<file path="config.mk">
export PLATFORM = sky130hd
export DESIGN_NAME = mm_cell
export DESIGN_NICKNAME = d
export VERILOG_FILES = /design/src/hw/rtl/mm_pkg.sv /design/src/hw/rtl/mm_cell.sv
export SDC_FILE = /design/constraint.sdc
export NUM_CORES = 1
export LEC_CHECK = 0
export ABC_AREA = 1
export ABC_CLOCK_PERIOD_IN_PS = 5300
export BUFFER_PORTS_ARGS = -buffer_cell sky130_fd_sc_hd__buf_2
export CAP_MARGIN = 0
export CORE_UTILIZATION = 55
export DETAILED_ROUTE_END_ITERATION = 8
export GPL_TIMING_DRIVEN = 0
export MAX_ROUTING_LAYER = met4
export PLACE_DENSITY_LB_ADDON = 0.08
export RECOVER_POWER = 25
export SYNTH_ARGS = -nofsm -noshare
export SYNTH_HDL_FRONTEND = slang
export SYNTH_SLANG_ARGS = --single-unit
</file>
<file path="constraint.sdc">
create_clock -name clk -period 5.3 [get_ports clk]
set_input_delay 0.53 -clock clk [delete_from_list [all_inputs] [get_ports clk]]
set_output_delay 0.53 -clock clk [all_outputs]
set_load 0.005 [all_outputs]
</file>
<file path="src/hw/rtl/mm_pkg.sv">
package mm_pkg;

	localparam int ELEM_W     = 16;
	localparam int PRODUCT_W  = 36;
	localparam int IDX_W      = 3;
	localparam int CFG_W      = 4;
	localparam int CFG_IDX_W  = 2;
	localparam int LOAD_W     = 8;
	localparam int OUT_DATA_W = 48;
	localparam int FLUSH_CYCLES = 2;

	localparam logic [CFG_IDX_W-1:0] REG_ROWS_A    = 2'd0;
	localparam logic [CFG_IDX_W-1:0] REG_INNER_DIM = 2'd1;
	localparam logic [CFG_IDX_W-1:0] REG_COLS_B    = 2'd2;

	localparam logic [CFG_W-1:0] DIM_RESET = 4'd8;

	typedef struct packed {
		logic shift;
		logic mul;
		logic acc;
		logic clr;
		logic drain;
	} cell_ctl_t;

	typedef struct packed {
		logic [IDX_W-1:0] row;
		logic [IDX_W-1:0] col;
		logic             last;
	} out_info_t;

endpackage

</file>
<file path="src/hw/rtl/mm_cell.sv">
module mm_cell #(
	parameter int DATA_WIDTH = 16
) (
	input  logic                                 clk,
	input  mm_pkg::cell_ctl_t                    ctl,
	input  logic signed [DATA_WIDTH-1:0]         a_val,
	input  logic signed [DATA_WIDTH-1:0]         b_in,
	output logic signed [DATA_WIDTH-1:0]         b_out,
	input  logic signed [mm_pkg::PRODUCT_W-1:0]  acc_in,
	output logic signed [mm_pkg::PRODUCT_W-1:0]  acc_out
);

	logic signed [DATA_WIDTH-1:0]        b_q;
	logic signed [2*DATA_WIDTH-1:0]      prod_s3;
	logic signed [mm_pkg::PRODUCT_W-1:0] prod_ext;
	logic signed [mm_pkg::PRODUCT_W-1:0] acc_q;

	assign prod_ext = mm_pkg::PRODUCT_W'(prod_s3);

	always_ff @(posedge clk) begin
		if (ctl.shift) begin
			b_q <= b_in;
		end
		if (ctl.mul) begin
			prod_s3 <= a_val * b_q;
		end
		if (ctl.drain) begin
			acc_q <= acc_in;
		end else if (ctl.acc) begin
			acc_q <= ctl.clr ? prod_ext : acc_q + prod_ext;
		end
	end

	assign b_out   = b_q;
	assign acc_out = acc_q;

endmodule

</file>
Word-level counts from Yosys, hierarchy flattened
Index checks and enable logic that the tools add are counted.
- output and inout port bits: 52
- register bits after elaboration: 84
- logic and storage cells: 9
- reduce and logical (&&, ||, !) cells: 1
- multiply operators: 1
- multiplexer cells: 3
- add/subtract/negate cells: 1
- operator list (cell ; number):
    2-to-1 mux 36 bit ; 3
    adder 36 x 32 -> 36 bit ; 1
    multiplier 16 x 16 -> 32 bit ; 1
    nonzero test 2 bit ; 1

Depth between registers and ports, before layout
Gate-level depths: netlist (run 1).
- word-level depth: 4
- mapped depth: 28
- depth with buffers taken out: 26

Worst setup path before layout (run 1)
OpenSTA, ideal clock, no wires.
- path kind: in2reg
- start point: in a_val[7]
- end point: reg prod_s3[29] (data pin)
- data arrival time: 5.450 ns
- setup time: 0.252 ns
- setup slack: -0.403 ns
- stages: 24
- path through: clkbuf_1 -> clkbuf_1 -> nand2_1 -> fa_1 -> inv_1 -> fa_1 -> inv_1 -> fa_1 -> inv_1 -> fa_1 -> fa_1 -> inv_1 -> fa_1 -> inv_1 -> ha_1 -> a21oi_1 -> o21ai_0 -> a21oi_1 -> nand3_1 -> nand2_1 -> nand2_1 -> nand2_1 -> a21o_1 -> nand2_1
- word-level cells in the longest chain between the ends: 1
- RTL lines (what ; line ; text):
    start: declaration ; mm_cell.sv:6 ; input logic signed [DATA_WIDTH-1:0] a_val,
    multiplier 16 x 16 -> 32 bit ; mm_cell.sv:25 ; prod_s3 <= a_val * b_q;
    end signal: assignment ; mm_cell.sv:25 ;
    end: declaration ; mm_cell.sv:14 ; logic signed [2*DATA_WIDTH-1:0] prod_s3;
Every way passes these cells.
A chain may end at the register's enable or synchronous reset.

Final worst setup path (run 1)
- start point: reg b_q[8], in the netlist b_out[8]
- end point: reg prod_s3[29] (data pin)
- word-level cells in the longest chain between the ends: 1
- RTL lines (what ; line ; text):
    start: declaration ; mm_cell.sv:13 ; logic signed [DATA_WIDTH-1:0] b_q;
    start signal: assignment ; mm_cell.sv:22 ; b_q <= b_in;
    multiplier 16 x 16 -> 32 bit ; mm_cell.sv:25 ;
Every way passes these cells.

==> results of run 1 <==
[layout make-up]
type	count	area share
Timing Repair Buffer	207	0.0677
Clock inverter	7	0.00524
Inverter	542	0.104
Multi-Input combinational cell	1396	0.633
Clock buffer	9	0.0115
Sequential cell	84	0.129
Tap cell	384	0.0245
Buffer	58	0.0252
[per-stage QoR]
stage | area, um2 | setup slack, ps | utilization | hold slack, ps | setup TNS (ps)
after floorplan | 16600 | -21.0 | - | 553 | -39.0
after global placement | 17700 | -849 | 0.613 | 640 | -11060
after detailed placement | 17700 | -861 | 0.613 | 641 | -12030
after CTS | 19000 | -271 | 0.660 | 321 | -2470
after global routing | 19600 | -502 | 0.679 | 322 | -6130
final | 19600 | -351 | 0.679 | 322 | -3300
[worst max path at each step]
stage          startpoint          end
2_1_floorplan    a_val[7]  prod_s3[23]
3_3_place_gp    b_out[10]  prod_s3[29]
3_5_place_dp    b_out[10]  prod_s3[29]
4_1_cts          b_out[3]  prod_s3[29]
5_1_grt          b_out[6]  prod_s3[29]
6_report         b_out[8]  prod_s3[29]
[logic make-up after synthesis]
kind of cell | Yosys count | share of synthesized area
AOI/OAI and AO/OA | 181 | 0.0631
xor gates and xnor gates | 45 | 0.0243
adders and majority gates | 380 | 0.416
buffers and inverters | 611 | 0.142
DFF | 84 | 0.156
and+or+nand+nor | 790 | 0.199
[metal layers]
layer  track usage  part of all wire
met4         0.186             0.062
met1         0.396              0.38
met3        0.0404             0.060
met5             -                 0
met2         0.607              0.50
[cells in the mapped netlist (all sizes together)]
cell type,instances,area (um2)
nand4,14,87.6
o21a,4,30.0
edfxtp,84,2520
nor2,136,538
o21ai,64,324
xnor2,18,158
a21oi,84,428
clkbuf,63,236
xor2,27,236
a31oi,1,6.26
inv,542,2030
o211ai,4,40.0
nand2,548,2070
a21o,7,52.6
a31o,2,17.5
o211a,1,10.0
ha,117,1460
nor3,13,90.1
nor4,3,18.8
a21boi,2,15.0
or2,10,62.6
o221ai,1,8.76
nand3b,3,22.5
nand3,63,330
buf,6,26.3
a221oi,2,17.5
o21bai,9,71.3
fa,263,5270
[timing repair]
item,4_1_cts,5_1_grt
pin swaps,78,87
hold buffers,0,0
setup buffers,63,30
cloned,1,0
setup endpoints to repair,21,20
gates resized for setup,165,126
[state kept, by name (all words and copies together) (netlist names)]
| name | flops |
|---|---|
| prod_s3 | 32 |
| b_out | 16 |
| acc_out | 36 |
[critical path, cell delays in order (launching register included)]
cell and delay, ps:
edfxtp_1 580, buf_8 170, buf_4 110, nand2_1 70
fa_1 500, inv_1 50, fa_1 490, fa_1 570
fa_1 430, fa_1 500, inv_1 50, fa_1 470
inv_1 60, ha_4 290, nand2_1 100, inv_2 80
nand2_4 50, nor3_4 190, nand4_1 140, nand3_2 150
nand2_2 80, nand2_4 100, nand2_4 50, nand3_2 50
nand2_1 40
==> out/metrics.yaml, run 1 <==
cts:
  cts_root_buf: "clkbuf_16"
  tritoncts.num_buffers: 9
  path_clk_slew_ps: 80
  clockBufferDepth: 2
  cts_htree_levels: 3
  clkLatencyLatePin_ps: 380
  cts_sinks: 84
  cts_tree: "built"
floorplan:
  ios: 126
  row_count: 62
  die_w_um: 174
  dieArea_um2: 30100
  start_util: 0.561
  core-area_um2: 28900
  die_h_um: 174
grt:
  grt_first_pass_wirelength_um: 77700
  first_global_vias: 14932
  gr-total-overflow: 0
  grt_usage: 0.350
  antenna_found_initial: 0
  grt_max_degree: 37
finish:
  antennaDiodeCount: 0
  fillers: 2357
  multi_input_area_um2: 12400
  layout_commonest_cell: "nand2_1"
  fin_cells: 2687
  layout_common_cells: "nand2_1 (492), inv_1 (484), fa_1 (241)"
  layout-drive-gt1-share: 0.228
  register_area_um2: 2520
  nets: 2752
  area_delta_synth_final_pct: 21.1
worst_hold_path:
  hold_start: "b_in[5]"
  hold_depth: 1
  hold_class: "input pin to flip-flop"
  whs_endpoint: "b_out[5]"
critical_path:
  worstPathMaxFanout: 6
  r2r_start: "b_out[8]"
  required_ps: 5420
  critPathKind: "flip-flop to flip-flop"
  end_kind: "flip-flop"
  worst_r2r_path_depth: 24
  startpoint_type: "flip-flop"
  reg2reg_slack_ps: -350
  arrival_ps: 5770
  r2r-end: "prod_s3[29]"
timing:
  rsz0062_at_grt: "true"
  fin_worst_skew_ps: 19.2
  setup_viol: 16
  final.period_utilization: 1.07
  slew_headroom: -0.0606
  fmax_mhz: 177
  period_needed_ps: 5650
  finalWorstSetupSlack_ps: -351
  final-hold-violation-count: 0
  worst_slew_pin_slew_ps: 1590
  final_max_slew_viol_count: 33
job:
  maxCapViolCount: 1
drt:
  antenna_left: 0
  drt-vias-per-instance: 5.30
  drt_pre_antenna_iters: 6
  drt_iter0_drc: 1023
  route.detailed.drc: 0
  wl_um: 49300
  num_vias: 14246
  wl_per_cell_um: 18.4
status:
  failed_checks: "capacitance limit, slew limit, setup timing"
  status: "finished, violations left"
place:
  dp_hpwl_um: 40100
  io_buffers: 116
  place_congestion: 1.04
  dp_cells: 2591
logic_synthesis:
  synth_fp_nets: 2545
  avgSynthCellArea_um2: 7.74
  syn_inst: 2091
  syn-cell-area_um2: 16200
  yosys_warnings: 0
  ys_seq_area_frac: 0.156
  yosysUniqueCellTypes: 41
  ys_ff_latch: 84
Power of run 1 is not shown: default switching activity piles up to over one toggle a cycle in this logic, so the estimate is an artifact.
==> inputs of run 2 (changes only) <==
--- a/config.mk
+++ b/config.mk
@@ -6,7 +6,7 @@
 export NUM_CORES = 1
 export LEC_CHECK = 0
 export ABC_AREA = 1
-export ABC_CLOCK_PERIOD_IN_PS = 5300
+export ABC_CLOCK_PERIOD_IN_PS = 4600
 export BUFFER_PORTS_ARGS = -buffer_cell sky130_fd_sc_hd__buf_2
 export CAP_MARGIN = 0
 export CORE_UTILIZATION = 55
@@ -15,6 +15,7 @@
 export MAX_ROUTING_LAYER = met4
 export PLACE_DENSITY_LB_ADDON = 0.08
 export RECOVER_POWER = 25
+export SETUP_SLACK_MARGIN = 0.05
 export SYNTH_ARGS = -nofsm -noshare
 export SYNTH_HDL_FRONTEND = slang
 export SYNTH_SLANG_ARGS = --single-unit
==> constraint.sdc (replaced) <==
create_clock -name clk -period 4.6 [get_ports clk]
set_input_delay 0.46 -clock clk [delete_from_list [all_inputs] [get_ports clk]]
set_output_delay 0.46 -clock clk [all_outputs]
set_load 0.005 [all_outputs]
==> run 2 against run 1 <==
Compared with the run above:
- the flow still finishes with violations (capacitance limit, slew limit, setup timing)
- worst hold slack lost 67 ps
- first-iteration DRC count grew 4.8%
- clock skew is essentially flat
- maximum frequency shrank 2.5%
- cell area shrank 0.52%
- non-clock buffer count shrank 23
- critical path depth grew 4
- clock-buffer cell count is the same
- register-to-register slack lost 840 ps
- sequential share of layout area grew 0.068 points
- die area is the same
- critical path type unchanged
- critical endpoint unchanged
- highest routed layer unchanged
==> out/metrics.yaml, run 2 (synthesis gave the netlist of run 1 again) <==
critical_path:
  startpoint_type: "flip-flop"
  worst_path_most_repeated_cell: "nand2_2"
  required_ps: 4720
  crit_path_top_delay_cell: "fa_2"
  critPathKind: "flip-flop to flip-flop"
  worst-path-buf-inv: 9
  worst_r2r_path_depth: 28
  critical_path.top_delay_family: "adder cells"
  path_depth: 28
  cpPeakStageDelay_ps: 560
  worstPathMaxFanout: 6
  arrival_ps: 5910
  end_kind: "flip-flop"
finish:
  fin_util: 0.676
  fin_area_um2: 19500
  fillers: 2428
  antennaDiodeCount: 0
  largest_reg_flops: 36
  layout-drive-gt1-share: 0.212
  nets: 2729
  layout_common_cells: "nand2_1 (496), inv_1 (494), fa_1 (241)"
  multi_input_area_um2: 12400
  register_area_um2: 2520
  layout_commonest_cell: "nand2_1"
  area_delta_synth_final_pct: 20.4
floorplan:
  start_util: 0.561
  die_w_um: 174
  core-area_um2: 28900
  dieArea_um2: 30100
  ios: 126
  die_h_um: 174
  row_count: 62
timing:
  final.period_utilization: 1.26
  worst_slew_pin_slew_ps: 1620
  fin_worst_skew_ps: 19.4
  final-hold-violation-count: 0
  slew_headroom: -0.0822
  final_max_slew_viol_count: 33
  period_needed_ps: 5790
  fmax_mhz: 173
  rsz0062_at_grt: "true"
  setup-tns-final_ps: -20830
  setup_viol: 24
  finalWorstSetupSlack_ps: -1190
drt:
  antenna_left: 0
  wl_per_cell_um: 18.2
  drt-vias-per-instance: 5.29
  drt_pre_antenna_iters: 6
  wl_um: 48500
  route.detailed.drc: 0
  num_vias: 14086
  drt_iter0_drc: 1072
status:
  status: "finished, violations left"
  failed_checks: "capacitance limit, slew limit, setup timing"
cts:
  cts_htree_levels: 3
  path_clk_slew_ps: 80
  clockBufferDepth: 2
  cts_root_buf: "clkbuf_16"
  cts_sinks: 84
  holdBufCountCts: 0
  cts_tree: "built"
  tritoncts.num_buffers: 9
  clkLatencyLatePin_ps: 370
worst_hold_path:
  hold_depth: 1
  hold_class: "input pin to flip-flop"
place:
  placed_area_um2: 18100
  dp_hpwl_um: 40000
  io_buffers: 116
  post-place-ws_ps: -1510
  place_congestion: 1.06
grt:
  antenna_found_initial: 0
  grt_first_pass_wirelength_um: 76700
  grt_max_degree: 37
  first_global_vias: 14657
  gr-total-overflow: 0
  grt_usage: 0.344
job:
  maxCapViolCount: 1
==> run 2: cell count changes in the layout (fill, tap and decap cells not counted), moves of 4 or more <==
cell      before  now
inv_1        484  494
nand2_1      492  496
inv_2         57   45
buf_4         82   50
clkbuf_8      10   33
ha_1          94   90
o21ai_2       10    6
clkbuf_2      16    7
==> run 2: timing repair <==
item | in CTS | in global routing
endpoints found under the hold margin | 0 | 0
endpoints found under the setup margin | 24 | 24
pin swaps | 53 | 56
buffers inserted | 34 | 23
gates resized for setup | 116 | 82
==> run 2: final timing paths <==
kind	slack, ps	from	end
worst max-delay path	-1190	b_out[6]	prod_s3[29]
worst min-delay path	250	b_in[13]	b_out[13]
worst max register to register	-1190	b_out[6]	prod_s3[29]
worst min register to register	660	prod_s3[10]	acc_out[10]
==> run 2: area by class of cell <==
| type | instances | share of cell area |
|---|---|---|
| clock inverter | 7 | 0.00449 |
| timing repair buffer | 173 | 0.0542 |
| clock buffer | 9 | 0.0116 |
| buffer | 69 | 0.0365 |
| multi-input combinational | 1396 | 0.634 |
| inverter | 542 | 0.105 |
| sequential | 84 | 0.129 |
| tap | 384 | 0.0246 |
==> run 2: worst register-to-register path: cells and delay by family, from the launching register on <==
family	cells	cell delay (ps)
adder cells (fa/ha/maj)	7	3350
buffers and inverters	9	790
flip-flops	1	400
AND/OR/NAND/NOR	12	1010
==> run 2: through the flow <==
step / hold WS (ps) / instances
after floorplan: 553 / 2091
after global placement: 636 / 2591
after detailed placement: 622 / 2591
after CTS: 249 / 2641
after global routing: 251 / 2664
final: 255 / 2664
==> run 2: per-layer routing <==
layer / part of all wire / track usage / up-vias
li1: - / - / 6600
met1: 0.39 / 0.401 / 6747
met2: 0.50 / 0.596 / 604
met3: 0.059 / 0.0318 / 135
met4: 0.051 / 0.167 / 0
met5: 0 / - / -
Power of run 2 is left out for the same reason.
