===== config.mk =====
export PLATFORM = sky130hd
export DESIGN_NAME = mm_ctrl
export DESIGN_NICKNAME = d
export VERILOG_FILES = /design/src/hw/rtl/mm_pkg.sv /design/src/hw/rtl/mm_ctrl.sv
export SDC_FILE = /design/constraint.sdc
export NUM_CORES = 2
export LEC_CHECK = 0
export BUFFER_PORTS_ARGS = -buffer_cell sky130_fd_sc_hd__clkbuf_2
export CORE_MARGIN = 1
export CORE_UTILIZATION = 55
export DETAILED_ROUTE_END_ITERATION = 8
export MAX_ROUTING_LAYER = met4
export PLACE_DENSITY_LB_ADDON = 0.08
export SETUP_SLACK_MARGIN = 0.4
export SLEW_MARGIN = 20
export SYNTH_ARGS = -nofsm -noshare
export SYNTH_HDL_FRONTEND = slang
export SYNTH_SLANG_ARGS = --single-unit

===== constraint.sdc =====
create_clock -name clk -period 12.84 [get_ports clk]
set_input_delay 0 -clock clk [delete_from_list [all_inputs] [get_ports clk]]
set_output_delay 0 -clock clk [all_outputs]
set_load 0.02 [all_outputs]

===== src/hw/rtl/mm_pkg.sv =====
package mm_pkg;

	localparam int ELEM_W     = 16;
	localparam int PRODUCT_W  = 36;
	localparam int IDX_W      = 3;
	localparam int CFG_W      = 4;
	localparam int CFG_IDX_W  = 2;
	localparam int LOAD_W     = 8;
	localparam int OUT_DATA_W = 48;
	localparam int FLUSH_CYCLES = 2;

	localparam logic [CFG_IDX_W-1:0] REG_ROWS_A    = 2'd0;
	localparam logic [CFG_IDX_W-1:0] REG_INNER_DIM = 2'd1;
	localparam logic [CFG_IDX_W-1:0] REG_COLS_B    = 2'd2;

	localparam logic [CFG_W-1:0] DIM_RESET = 4'd8;

	typedef struct packed {
		logic shift;
		logic mul;
		logic acc;
		logic clr;
		logic drain;
	} cell_ctl_t;

	typedef struct packed {
		logic [IDX_W-1:0] row;
		logic [IDX_W-1:0] col;
		logic             last;
	} out_info_t;

endpackage


===== src/hw/rtl/mm_ctrl.sv =====
module mm_ctrl #(
	parameter int MAX_DIM    = 8,
	parameter int DATA_WIDTH = 16
) (
	input  logic                             clk,
	input  logic                             arst_n,
	input  logic                             cfg_we,
	input  logic [mm_pkg::CFG_IDX_W-1:0]     cfg_index,
	input  logic [mm_pkg::CFG_W-1:0]         cfg_data,
	input  logic                             in_valid,
	output logic                             in_ready,
	input  logic                             in_first,
	input  logic [mm_pkg::ELEM_W-1:0]        in_element,
	input  logic                             out_free,
	output mm_pkg::cell_ctl_t                ctl,
	output logic signed [DATA_WIDTH-1:0]     a_val,
	output logic signed [DATA_WIDTH-1:0]     b_val,
	output mm_pkg::out_info_t                info
);

	localparam int DEPTH = MAX_DIM * MAX_DIM;
	localparam int AW    = $clog2(DEPTH);
	localparam int IW    = $clog2(MAX_DIM);
	localparam int LW    = mm_pkg::LOAD_W;
	localparam int CW    = mm_pkg::CFG_W;
	localparam logic [CW-1:0] DIM_MAX = CW'(MAX_DIM);

	localparam logic [1:0] ST_LOAD  = 2'd0;
	localparam logic [1:0] ST_RUN   = 2'd1;
	localparam logic [1:0] ST_WAIT  = 2'd2;
	localparam logic [1:0] ST_DRAIN = 2'd3;

	function automatic logic [CW-1:0] clamp_dim(input logic [CW-1:0] v);
		logic [CW-1:0] d;
		d = v;
		if (v == '0) begin
			d = CW'(1);
		end else if (v > DIM_MAX) begin
			d = DIM_MAX;
		end
		return d;
	endfunction

	logic [CW-1:0] rows_a_q, inner_dim_q, cols_b_q;
	logic [CW-1:0] nr, ni, nc;
	logic [IW-1:0] nr_m1, ni_m1, nc_m1;
	logic [LW-1:0] a_size, total;

	logic [1:0]    state_q;
	logic [LW-1:0] load_q;
	logic [IW-1:0] r_q, j_q, c_q, cout_q;
	logic [AW-1:0] a_base_q, b_base_q;
	logic [1:0]    wait_q;

	logic [DATA_WIDTH-1:0] a_mem [DEPTH];
	logic [DATA_WIDTH-1:0] b_mem [DEPTH];

	logic                          accept;
	logic [LW-1:0]                 lc_eff, lc_next, b_slot;
	logic                          in_a, wr_a, wr_b, done;
	logic signed [DATA_WIDTH-1:0]  wdata;
	logic                          issue;
	logic [AW-1:0]                 a_addr, b_addr;

	logic                          v_s1, lastc_s1, firstj_s1;
	logic signed [DATA_WIDTH-1:0]  a_rd_s1, b_rd_s1;
	logic                          mul_s2, clr_s2;
	logic signed [DATA_WIDTH-1:0]  a_s2;
	logic                          acc_s3, clr_s3;

	assign nr     = clamp_dim(rows_a_q);
	assign ni     = clamp_dim(inner_dim_q);
	assign nc     = clamp_dim(cols_b_q);
	assign nr_m1  = IW'(nr - CW'(1));
	assign ni_m1  = IW'(ni - CW'(1));
	assign nc_m1  = IW'(nc - CW'(1));
	assign a_size = LW'(nr) * LW'(ni);
	assign total  = a_size + LW'(ni) * LW'(nc);

	assign in_ready = (state_q == ST_LOAD);
	assign accept   = in_valid && in_ready;
	assign lc_eff   = in_first ? '0 : load_q;
	assign b_slot   = lc_eff - a_size;
	assign in_a     = lc_eff < a_size;
	assign wr_a     = accept && in_a;
	assign wr_b     = accept && !in_a && (b_slot < LW'(DEPTH));
	assign lc_next  = lc_eff + LW'(1);
	assign done     = lc_next >= total;
	assign wdata    = DATA_WIDTH'(in_element);

	assign issue  = (state_q == ST_RUN);
	assign a_addr = a_base_q + AW'(j_q);
	assign b_addr = b_base_q + AW'(c_q);

	always_ff @(posedge clk or negedge arst_n) begin
		if (!arst_n) begin
			rows_a_q    <= mm_pkg::DIM_RESET;
			inner_dim_q <= mm_pkg::DIM_RESET;
			cols_b_q    <= mm_pkg::DIM_RESET;
		end else if (cfg_we) begin
			case (cfg_index)
				mm_pkg::REG_ROWS_A:    rows_a_q    <= cfg_data;
				mm_pkg::REG_INNER_DIM: inner_dim_q <= cfg_data;
				mm_pkg::REG_COLS_B:    cols_b_q    <= cfg_data;
				default: ;
			endcase
		end
	end

	always_ff @(posedge clk) begin
		if (wr_a) begin
			a_mem[lc_eff[AW-1:0]] <= wdata;
		end
		if (wr_b) begin
			b_mem[b_slot[AW-1:0]] <= wdata;
		end
		a_rd_s1 <= a_mem[a_addr];
		b_rd_s1 <= b_mem[b_addr];
		a_s2    <= a_rd_s1;
	end

	always_ff @(posedge clk or negedge arst_n) begin
		if (!arst_n) begin
			state_q   <= ST_LOAD;
			load_q    <= '0;
			r_q       <= '0;
			j_q       <= '0;
			c_q       <= '0;
			cout_q    <= '0;
			a_base_q  <= '0;
			b_base_q  <= '0;
			wait_q    <= '0;
			v_s1      <= 1'b0;
			lastc_s1  <= 1'b0;
			firstj_s1 <= 1'b0;
			mul_s2    <= 1'b0;
			clr_s2    <= 1'b0;
			acc_s3    <= 1'b0;
			clr_s3    <= 1'b0;
		end else begin
			v_s1      <= issue;
			lastc_s1  <= issue && (c_q == '0);
			firstj_s1 <= (j_q == '0);
			mul_s2    <= lastc_s1;
			clr_s2    <= firstj_s1;
			acc_s3    <= mul_s2;
			clr_s3    <= clr_s2;
			case (state_q)
				ST_LOAD: begin
					if (accept) begin
						load_q <= done ? '0 : lc_next;
						if (done) begin
							state_q  <= ST_RUN;
							r_q      <= '0;
							j_q      <= '0;
							c_q      <= nc_m1;
							a_base_q <= '0;
							b_base_q <= '0;
						end
					end
				end
				ST_RUN: begin
					if (c_q == '0) begin
						if (j_q == ni_m1) begin
							state_q <= ST_WAIT;
							wait_q  <= '0;
						end else begin
							j_q      <= j_q + IW'(1);
							c_q      <= nc_m1;
							b_base_q <= b_base_q + AW'(nc);
						end
					end else begin
						c_q <= c_q - IW'(1);
					end
				end
				ST_WAIT: begin
					if (wait_q == 2'(mm_pkg::FLUSH_CYCLES)) begin
						state_q <= ST_DRAIN;
						cout_q  <= '0;
					end else begin
						wait_q <= wait_q + 2'd1;
					end
				end
				ST_DRAIN: begin
					if (out_free) begin
						if (cout_q == nc_m1) begin
							if (r_q == nr_m1) begin
								state_q <= ST_LOAD;
							end else begin
								state_q  <= ST_RUN;
								r_q      <= r_q + IW'(1);
								a_base_q <= a_base_q + AW'(ni);
								j_q      <= '0;
								c_q      <= nc_m1;
								b_base_q <= '0;
							end
						end else begin
							cout_q <= cout_q + IW'(1);
						end
					end
				end
				default: state_q <= ST_LOAD;
			endcase
		end
	end

	assign ctl.shift = v_s1;
	assign ctl.mul   = mul_s2;
	assign ctl.acc   = acc_s3;
	assign ctl.clr   = clr_s3;
	assign ctl.drain = (state_q == ST_DRAIN) && out_free;

	assign a_val = a_s2;
	assign b_val = b_rd_s1;

	assign info.row  = mm_pkg::IDX_W'(r_q);
	assign info.col  = mm_pkg::IDX_W'(cout_q);
	assign info.last = (r_q == nr_m1) && (cout_q == nc_m1);

	a_shift_drain: assert property (@(posedge clk) disable iff (!arst_n)
		!(ctl.drain && (ctl.shift || ctl.acc)))
		else $error("chain shift or accumulate during drain");

	a_mul_acc: assert property (@(posedge clk) disable iff (!arst_n)
		ctl.mul |=> ctl.acc)
		else $error("product not accumulated");

	a_load_quiet: assert property (@(posedge clk) disable iff (!arst_n)
		in_ready |-> !(ctl.shift || ctl.mul || ctl.acc))
		else $error("pipeline busy while loading");

	a_last_load: assert property (@(posedge clk) disable iff (!arst_n)
		(ctl.drain && info.last) |=> in_ready)
		else $error("no return to load after last result");

endmodule


# Word-level counts from Yosys, hierarchy flattened
# Memories as Yosys holds them, arrays and structs flattened. A register that Yosys moved wholly into a read port is not among the register bits.
# Index checks and enable logic that the tools add are counted.
dict set report word_totals {
  reg_bits 71
  mem_bits_rw 2048
  in_bits 28
  output_inout_bits 45
  word_cells 156
  mem_count 2
}
# memory depth width read_ports rd_clocked_by_memory_dff wr line_no
set mem_list {}
lappend mem_list {a_mem 64 16 1 1 1 mm_ctrl.sv:55} ;# logic [DATA_WIDTH-1:0] a_mem [DEPTH];
lappend mem_list {b_mem 64 16 1 1 1 mm_ctrl.sv:56} ;# logic [DATA_WIDTH-1:0] b_mem [DEPTH];
dict set report classes {
  addsub 15
  multipliers 2
  order_cmp 6
  n_eq_ne 21
  mux 61
  n_reduce_logical 29
}
# operator count
set op_table {}
lappend op_table {{2-to-1 mux 3 bit} 20}
lappend op_table {{2-to-1 mux 6 bit} 10}
lappend op_table {{2-to-1 mux 4 bit} 6}
lappend op_table {{2-to-1 mux 2 bit} 10}
lappend op_table {{case mux 3 bit (3 select lines)} 2}
lappend op_table {{case mux 6 bit (3 select lines)} 1}
lappend op_table {{multiplier 4 x 4 -> 8 bit} 2}
lappend op_table {{2-to-1 mux 8 bit} 2}
lappend op_table {{AND reduction 7 bit} 2}
lappend op_table {{adder 6 x 3 -> 6 bit} 2}
lappend op_table {{adder 6 x 4 -> 6 bit} 2}
lappend op_table {{greater-than comparator 4 bit, second input constant} 3}
lappend op_table {{logical NOT 4 bit} 3}
lappend op_table {{inequality test 2 bit, second input constant} 6}
lappend op_table {{case mux 3 bit (2 select lines)} 2}
lappend op_table {{case mux 6 bit (2 select lines)} 1}
lappend op_table {{subtractor 3 x 1 -> 3 bit, second input constant} 4}
lappend op_table {{inequality test 2 x 1 -> 1 bit, second input constant} 5}
lappend op_table {{adder 3 x 1 -> 3 bit, second input constant} 3}
lappend op_table {{== test 3 bit} 3}
lappend op_table {{adder 8 x 1 -> 8 bit, second input constant} 1}
lappend op_table {{adder 8 bit} 1}
lappend op_table {{== test 2 bit, second input constant} 4}
lappend op_table {{>= comparator 8 bit} 1}
lappend op_table {{19 further kinds} 38}

# Depth between registers and ports, before layout
dict set report depth {
  depth_word 10
  ltp_mapped 27
  depth_no_buf 26
}

# Worst setup path before layout
# OpenSTA, ideal clock, no wires.
dict set report synth_path {
  path_kind {register -> register}
  startpoint {reg inner_dim_q[3]}
  endpoint {mem b_mem[12][0], enable pin}
  setup_ps 430
  t_arrival_ps 6220
  path_slack_ps 6190
  path_stages_with_launch 21
  synth_period_minus_slack_ps 6650
  cell_sequence {dfstp_2 > clkbuf_1 > nor2b_1 > inv_1 > or2_2 > fa_1 > inv_1 > fa_1 > ha_1 > a21o_1 > a21oi_1 > xnor2_1 > ha_1 > clkbuf_1 > o21ai_0 > o21bai_1 > o21ai_0 > mux2_2 > buf_2 > buf_6 > nor4_1}
}
dict set report synth_between {
  elab_chain_cells 10
}
# item line_no
set synth_lines {}
lappend synth_lines {{from (decl)} mm_ctrl.sv:44} ;# logic [CW-1:0] rows_a_q, inner_dim_q, cols_b_q;
lappend synth_lines {{from (signal assigned)} mm_ctrl.sv:98} ;# inner_dim_q <= mm_pkg::DIM_RESET;
lappend synth_lines {{from (signal assigned)} mm_ctrl.sv:103} ;# mm_pkg::REG_INNER_DIM: inner_dim_q <= cfg_data;
lappend synth_lines {{greater-than comparator 4 bit} mm_ctrl.sv:38} ;# end else if (v > DIM_MAX) begin
lappend synth_lines {{2-to-1 mux 4 bit} mm_ctrl.sv:38}
lappend synth_lines {{2-to-1 mux 4 bit *} mm_ctrl.sv:36} ;# if (v == '0) begin
lappend synth_lines {{multiplier 4 x 4 -> 8 bit *} mm_ctrl.sv:77} ;# assign a_size = LW'(nr) * LW'(ni);
lappend synth_lines {{parallel branches: the longest is 6 deep, another holds subtractor 8 bit} -}
lappend synth_lines {{to (decl)} mm_ctrl.sv:56}
# Every way passes the cells marked *.

# Final worst setup path
dict set report layout_path {
  startpoint {reg inner_dim_q[3]}
  endpoint {mem a_mem[15][14], enable pin}
}
dict set report layout_between {
  elab_chain_cells 8
}
# item line_no
set layout_lines {}
lappend layout_lines {{greater-than comparator 4 bit} mm_ctrl.sv:38}
lappend layout_lines {{2-to-1 mux 4 bit} mm_ctrl.sv:38}
lappend layout_lines {{2-to-1 mux 4 bit *} mm_ctrl.sv:36}
lappend layout_lines {{multiplier 4 x 4 -> 8 bit *} mm_ctrl.sv:77}
lappend layout_lines {{less-than comparator 8 bit *} mm_ctrl.sv:84} ;# assign in_a = lc_eff < a_size;
lappend layout_lines {{logical AND 1 bit *} mm_ctrl.sv:85} ;# assign wr_a = accept && in_a;
lappend layout_lines {{2-to-1 mux 1 bit *} mm_ctrl.sv:111} ;# if (wr_a) begin
lappend layout_lines {{2-to-1 mux 1 bit (not written as such) *} mm_ctrl.sv:112} ;# a_mem[lc_eff[AW-1:0]] <= wdata;
lappend layout_lines {{to (decl)} mm_ctrl.sv:55}
# Mark *: on every way between the ends. The rest lies on a longest branch, timed or not.

==> impl_metrics.csv <==
group,metric,value,unit
outcome,status,"complete, no violations",
sta,hold_violations,0,
worst_setup_path,cpMaxStageDelayCell,"a211oi_4",
worst_setup_path,cp_max_fo,12,
detailed_routing,drt_iter0_markers,4020,
pwr,powerDensity,231,mW/mm2
die,core_area,0.152,mm2
flow_run,drv_cap,0,
worst_setup_path,crit_buf_inv,3,
grt,grt-ovfl-total,0,
detailed_routing,vias,39700,
detailed_routing,wl_per_cell,31.3,um
worst_setup_path,critPathCapture,"a_mem[15][14]$_DFFE_PP_",
clock_network,cts_tree,"yes",
sta,fmax,0.145,GHz
die,chipHeight,394,um
worst_setup_path,required,13360,ps
clock_network,cts_max_level,4,
worst_setup_path,path_delay_family,"simple AND/OR/NAND/NOR gates",
clock_network,cts.reportedPaths.clkPinSlew,60,ps
sta,tns,0,ps
sta,tightest_slew,1190,ps
synth,syn_inst,3751,
sta,slew_violations,0,
worst_setup_path,r2r-end,"a_mem[15][14]$_DFFE_PP_",
pwr,p_clk_share,27.1,%
synth,synthTopCellsByCount,"2048 x edfxtp_1, 640 x mux4_2, 108 x nor2_1, 86 x clkbuf_1, 81 x nand2_1",
synth,synth_area_leader_cell,"edfxtp_1",
pwr,power,0.0221,W
clock_network,cts_buffers,212,
cells_and_area,multiInputGateArea,0.0199,mm2
sta,fin_worst_skew,35.2,ps
pwr,p_int,0.0151,W
placement,dp_hpwl,115,mm
synth,synth_top_cell_area_share,72.8,%
pwr,power_frac_comb,36.9,%
worst_setup_path,crit_chain,"nor2b_1 > inv_1 > or2_2 > fa_1 > inv_1 > fa_1 > ha_1 > a21o_1 > a21oi_1 > xnor2_1 > ha_1 > o21ai_0 > o21bai_1 > a211oi_4 > nand2_1 > nor2_1 > buf_4",
synth,synth-adder-area-share,1.49,%
synth,syn_area_per_cell,22.5,um2
synth,synth_area,0.0845,mm2
grt,grt_pass1_vias,40700,
detailed_routing,wl,196,mm
min_path,hold_class,"input pin to flop",
synth,synth_edf_count,2048,
clock_network,cts_sinks,2151,
synth,yosysWarnings,0,
sta,fin_crit,6900,ps
worst_setup_path,reg2reg_depth,17,
clock_network,clk_latency,840,ps
worst_setup_path,crit_path_start_kind,"flop",
synth,synthArstFlopShare,2.56,%
synth,synth_top_family_by_area,"multiplexers",
synth,yosys_register_bits,2151,
grt,grtUsageTotal,26.7,%
synth,syn_nets,3869,
worst_setup_path,path_depth,17,
pwr,leakage,30.4,nW
synth,synth_compound_area_share,1.54,%
pwr,ir_drop,0.364,mV
worst_setup_path,max_stage_delay,840,ps
die,initial_utilization,55.5,%
synth,synth_xor_area_share,0.532,%
die,ios,73,
die,die_width,394,um
clock_network,clockBufferDepth,3,
synth,ys_seq_area_share,75.6,%
placement,placedCellCount,5844,
grt,grt_max_degree,164,
worst_setup_path,critical_path_arrival,7420,ps
sta,slew_headroom,20.9,%
placement,io_buffers,72,
cells_and_area,regArea,0.0638,mm2
worst_setup_path,startpoint,"inner_dim_q[3]$_DFFE_PN1P_",
synth,synth.distinct_cells,69,
die,rows,143,
grt,grt_pass1_wl,288,mm
detailed_routing,drt_pre_antenna_iters,6,
synth,synth-simple-area-share,2.12,%
synth,yosys-top-cells-area,"edfxtp_1 73%, mux4_2 17%, dfrtp_1 1.5%",
clock_network,clockRootBuffer,"clkbuf_16",
cells_and_area,fin_nets,4183,
synth,yosysMostFrequentCell,"edfxtp_1",
pwr,power_switching,0.00696,W
pwr,power_frac_seq,36.0,%
cells_and_area,area_growth,13.0,%
sta,setup_viol,0,
worst_setup_path,reg2reg_slack,5940,ps
cells_and_area,drive_gt1_share,30.7,%
cells_and_area,fillCellCount,10200,
worst_setup_path,end_kind,"flop",
synth,muxShareOfSynthArea,17.3,%
worst_setup_path,reg2reg_from,"inner_dim_q[3]$_DFFE_PN1P_",
sta,rsz0062_at_grt,"false",
detailed_routing,vias_per_cell,6.32,
detailed_routing,route.detailed.drc,0,
placement,gp_congestion,0.846,
pwr,p_sw_share,31.6,%
die,die_area,0.155,mm2
grt,antenna_found_initial,2,
synth,synth_flop_cell,"edfxtp_1",
worst_setup_path,path_class,"flop to flop",
sta,fin_crit_sh,53.7,%
cells_and_area,stdcell_count,6283,
detailed_routing,drtAntennaViolNets,0,
cell families after synthesis:
family	Yosys count
flip-flops	2151
multiplexers	658
AND/OR/NAND/NOR	369
buffers and inverters	249
AO/OA/AOI/OAI	186
adder cells (fa/ha/maj)	90
XOR/XNOR	48
worst register-to-register path, stage by stage (launching register included):
cell	delay [ps]
dfstp_2	420
nor2b_1	330
inv_1	220
or2_2	360
fa_1	540
inv_1	50
fa_1	470
ha_1	290
a21o_1	150
a21oi_1	210
xnor2_1	210
ha_1	390
o21ai_0	320
o21bai_1	180
a211oi_4	840
nand2_1	690
nor2_1	630
buf_4	300
power groups by stage:
stage               Sequential (W)  Clock [W]  Combinational (W)
finish                     0.00794    0.00597            0.00814
global route               0.00795    0.00634            0.00861
CTS                        0.00794    0.00607            0.00825
detailed placement         0.00808          0            0.00820
global placement           0.00808          0            0.00812
floorplan                  0.00812          0            0.00577
what timing repair did:
item                                   in CTS  in global routing
buffers inserted                            0                  0
endpoints found under the hold margin     974                  0
hold buffers                               36                  0
resized for setup                           0                  0
metal layers:
| metal | part of all wire [%] | global-route usage [%] | wire [um] |
|---|---|---|---|
| met1 | 41 | 37.0 | 80200 |
| met2 | 50 | 41.9 | 97700 |
| met3 | 6.5 | 3.63 | 12700 |
| met4 | 3.0 | 8.15 | 5910 |
| met5 | 0 | - | 0 |
registers in the layout, indices dropped and copies added (netlist names), 2 cells and up:
name	cells
a_base_q	6
a_mem	1024
inner_dim_q	4
load_q	8
c_q	3
wait_q	2
b_mem	1024
a_rd_s1	16
b_base_q	6
r_q	3
cols_b_q	4
b_val	16
rows_a_q	4
j_q	3
state_q	2
a_val	16
cout_q	3
layout by cell type (no fill, tap or decap), types with 9 or more instances in the layout:
master,n
edfxtp_1,2048
mux4_2,640
clkbuf_16,218
buf_4,191
nor2_1,108
nand2_1,81
ha_1,70
a22oi_1,64
inv_1,60
clkbuf_2,56
dfrtp_1,52
clkbuf_1,52
clkinv_1,49
dfxtp_1,48
clkinv_2,39
dlygate4sd3_1,36
nor4_2,35
nor3_2,34
a21oi_1,29
o21ai_0,28
xnor2_1,27
a21o_1,16
xor2_1,16
nor2b_1,16
and2_1,16
fa_1,16
nand3_1,14
mux2_2,13
clkbuf_8,12
bufinv_16,12
nand2b_1,10
nor3_1,9
metrics by stage:
step	setup slack [ps]	hold WS [ps]	instance area [um2]	utilization, %
after floorplan	6190	-296	84500	-
after global placement	5740	164	88300	58.0
after detailed placement	5890	190	88300	58.0
after CTS	5900	1.40	95400	62.7
after global routing	5430	42.0	95400	62.7
final	5940	46.5	95500	62.7
layout make-up:
type / count / area share [%]
sequential: 2151 / 66.9
multi-input combinational: 1351 / 20.9
clock buffer: 282 / 6.09
tap: 2030 / 2.66
timing repair buffer: 287 / 2.27
clock inverter: 115 / 0.977
inverter: 62 / 0.244
antenna: 5 / 0.0131
worst min-delay path by stage:
stage                           start                          to  slack [ps]  cells after the start
final                     cfg_data[2]     rows_a_q[2]$_DFFE_PN0P_          50                      3
after global routing      cfg_data[2]     rows_a_q[2]$_DFFE_PN0P_          40                      3
after CTS                 cfg_data[1]  inner_dim_q[1]$_DFFE_PN0P_           1                      3
after detailed placement       arst_n       cout_q[0]$_DFFE_PN0P_         190                      2
after global placement         arst_n     cols_b_q[0]$_DFFE_PN0P_         160                      2
after floorplan                arst_n     a_base_q[0]$_DFFE_PN0P_        -300                      0
Note: power is estimated with default switching activity, not from simulation.
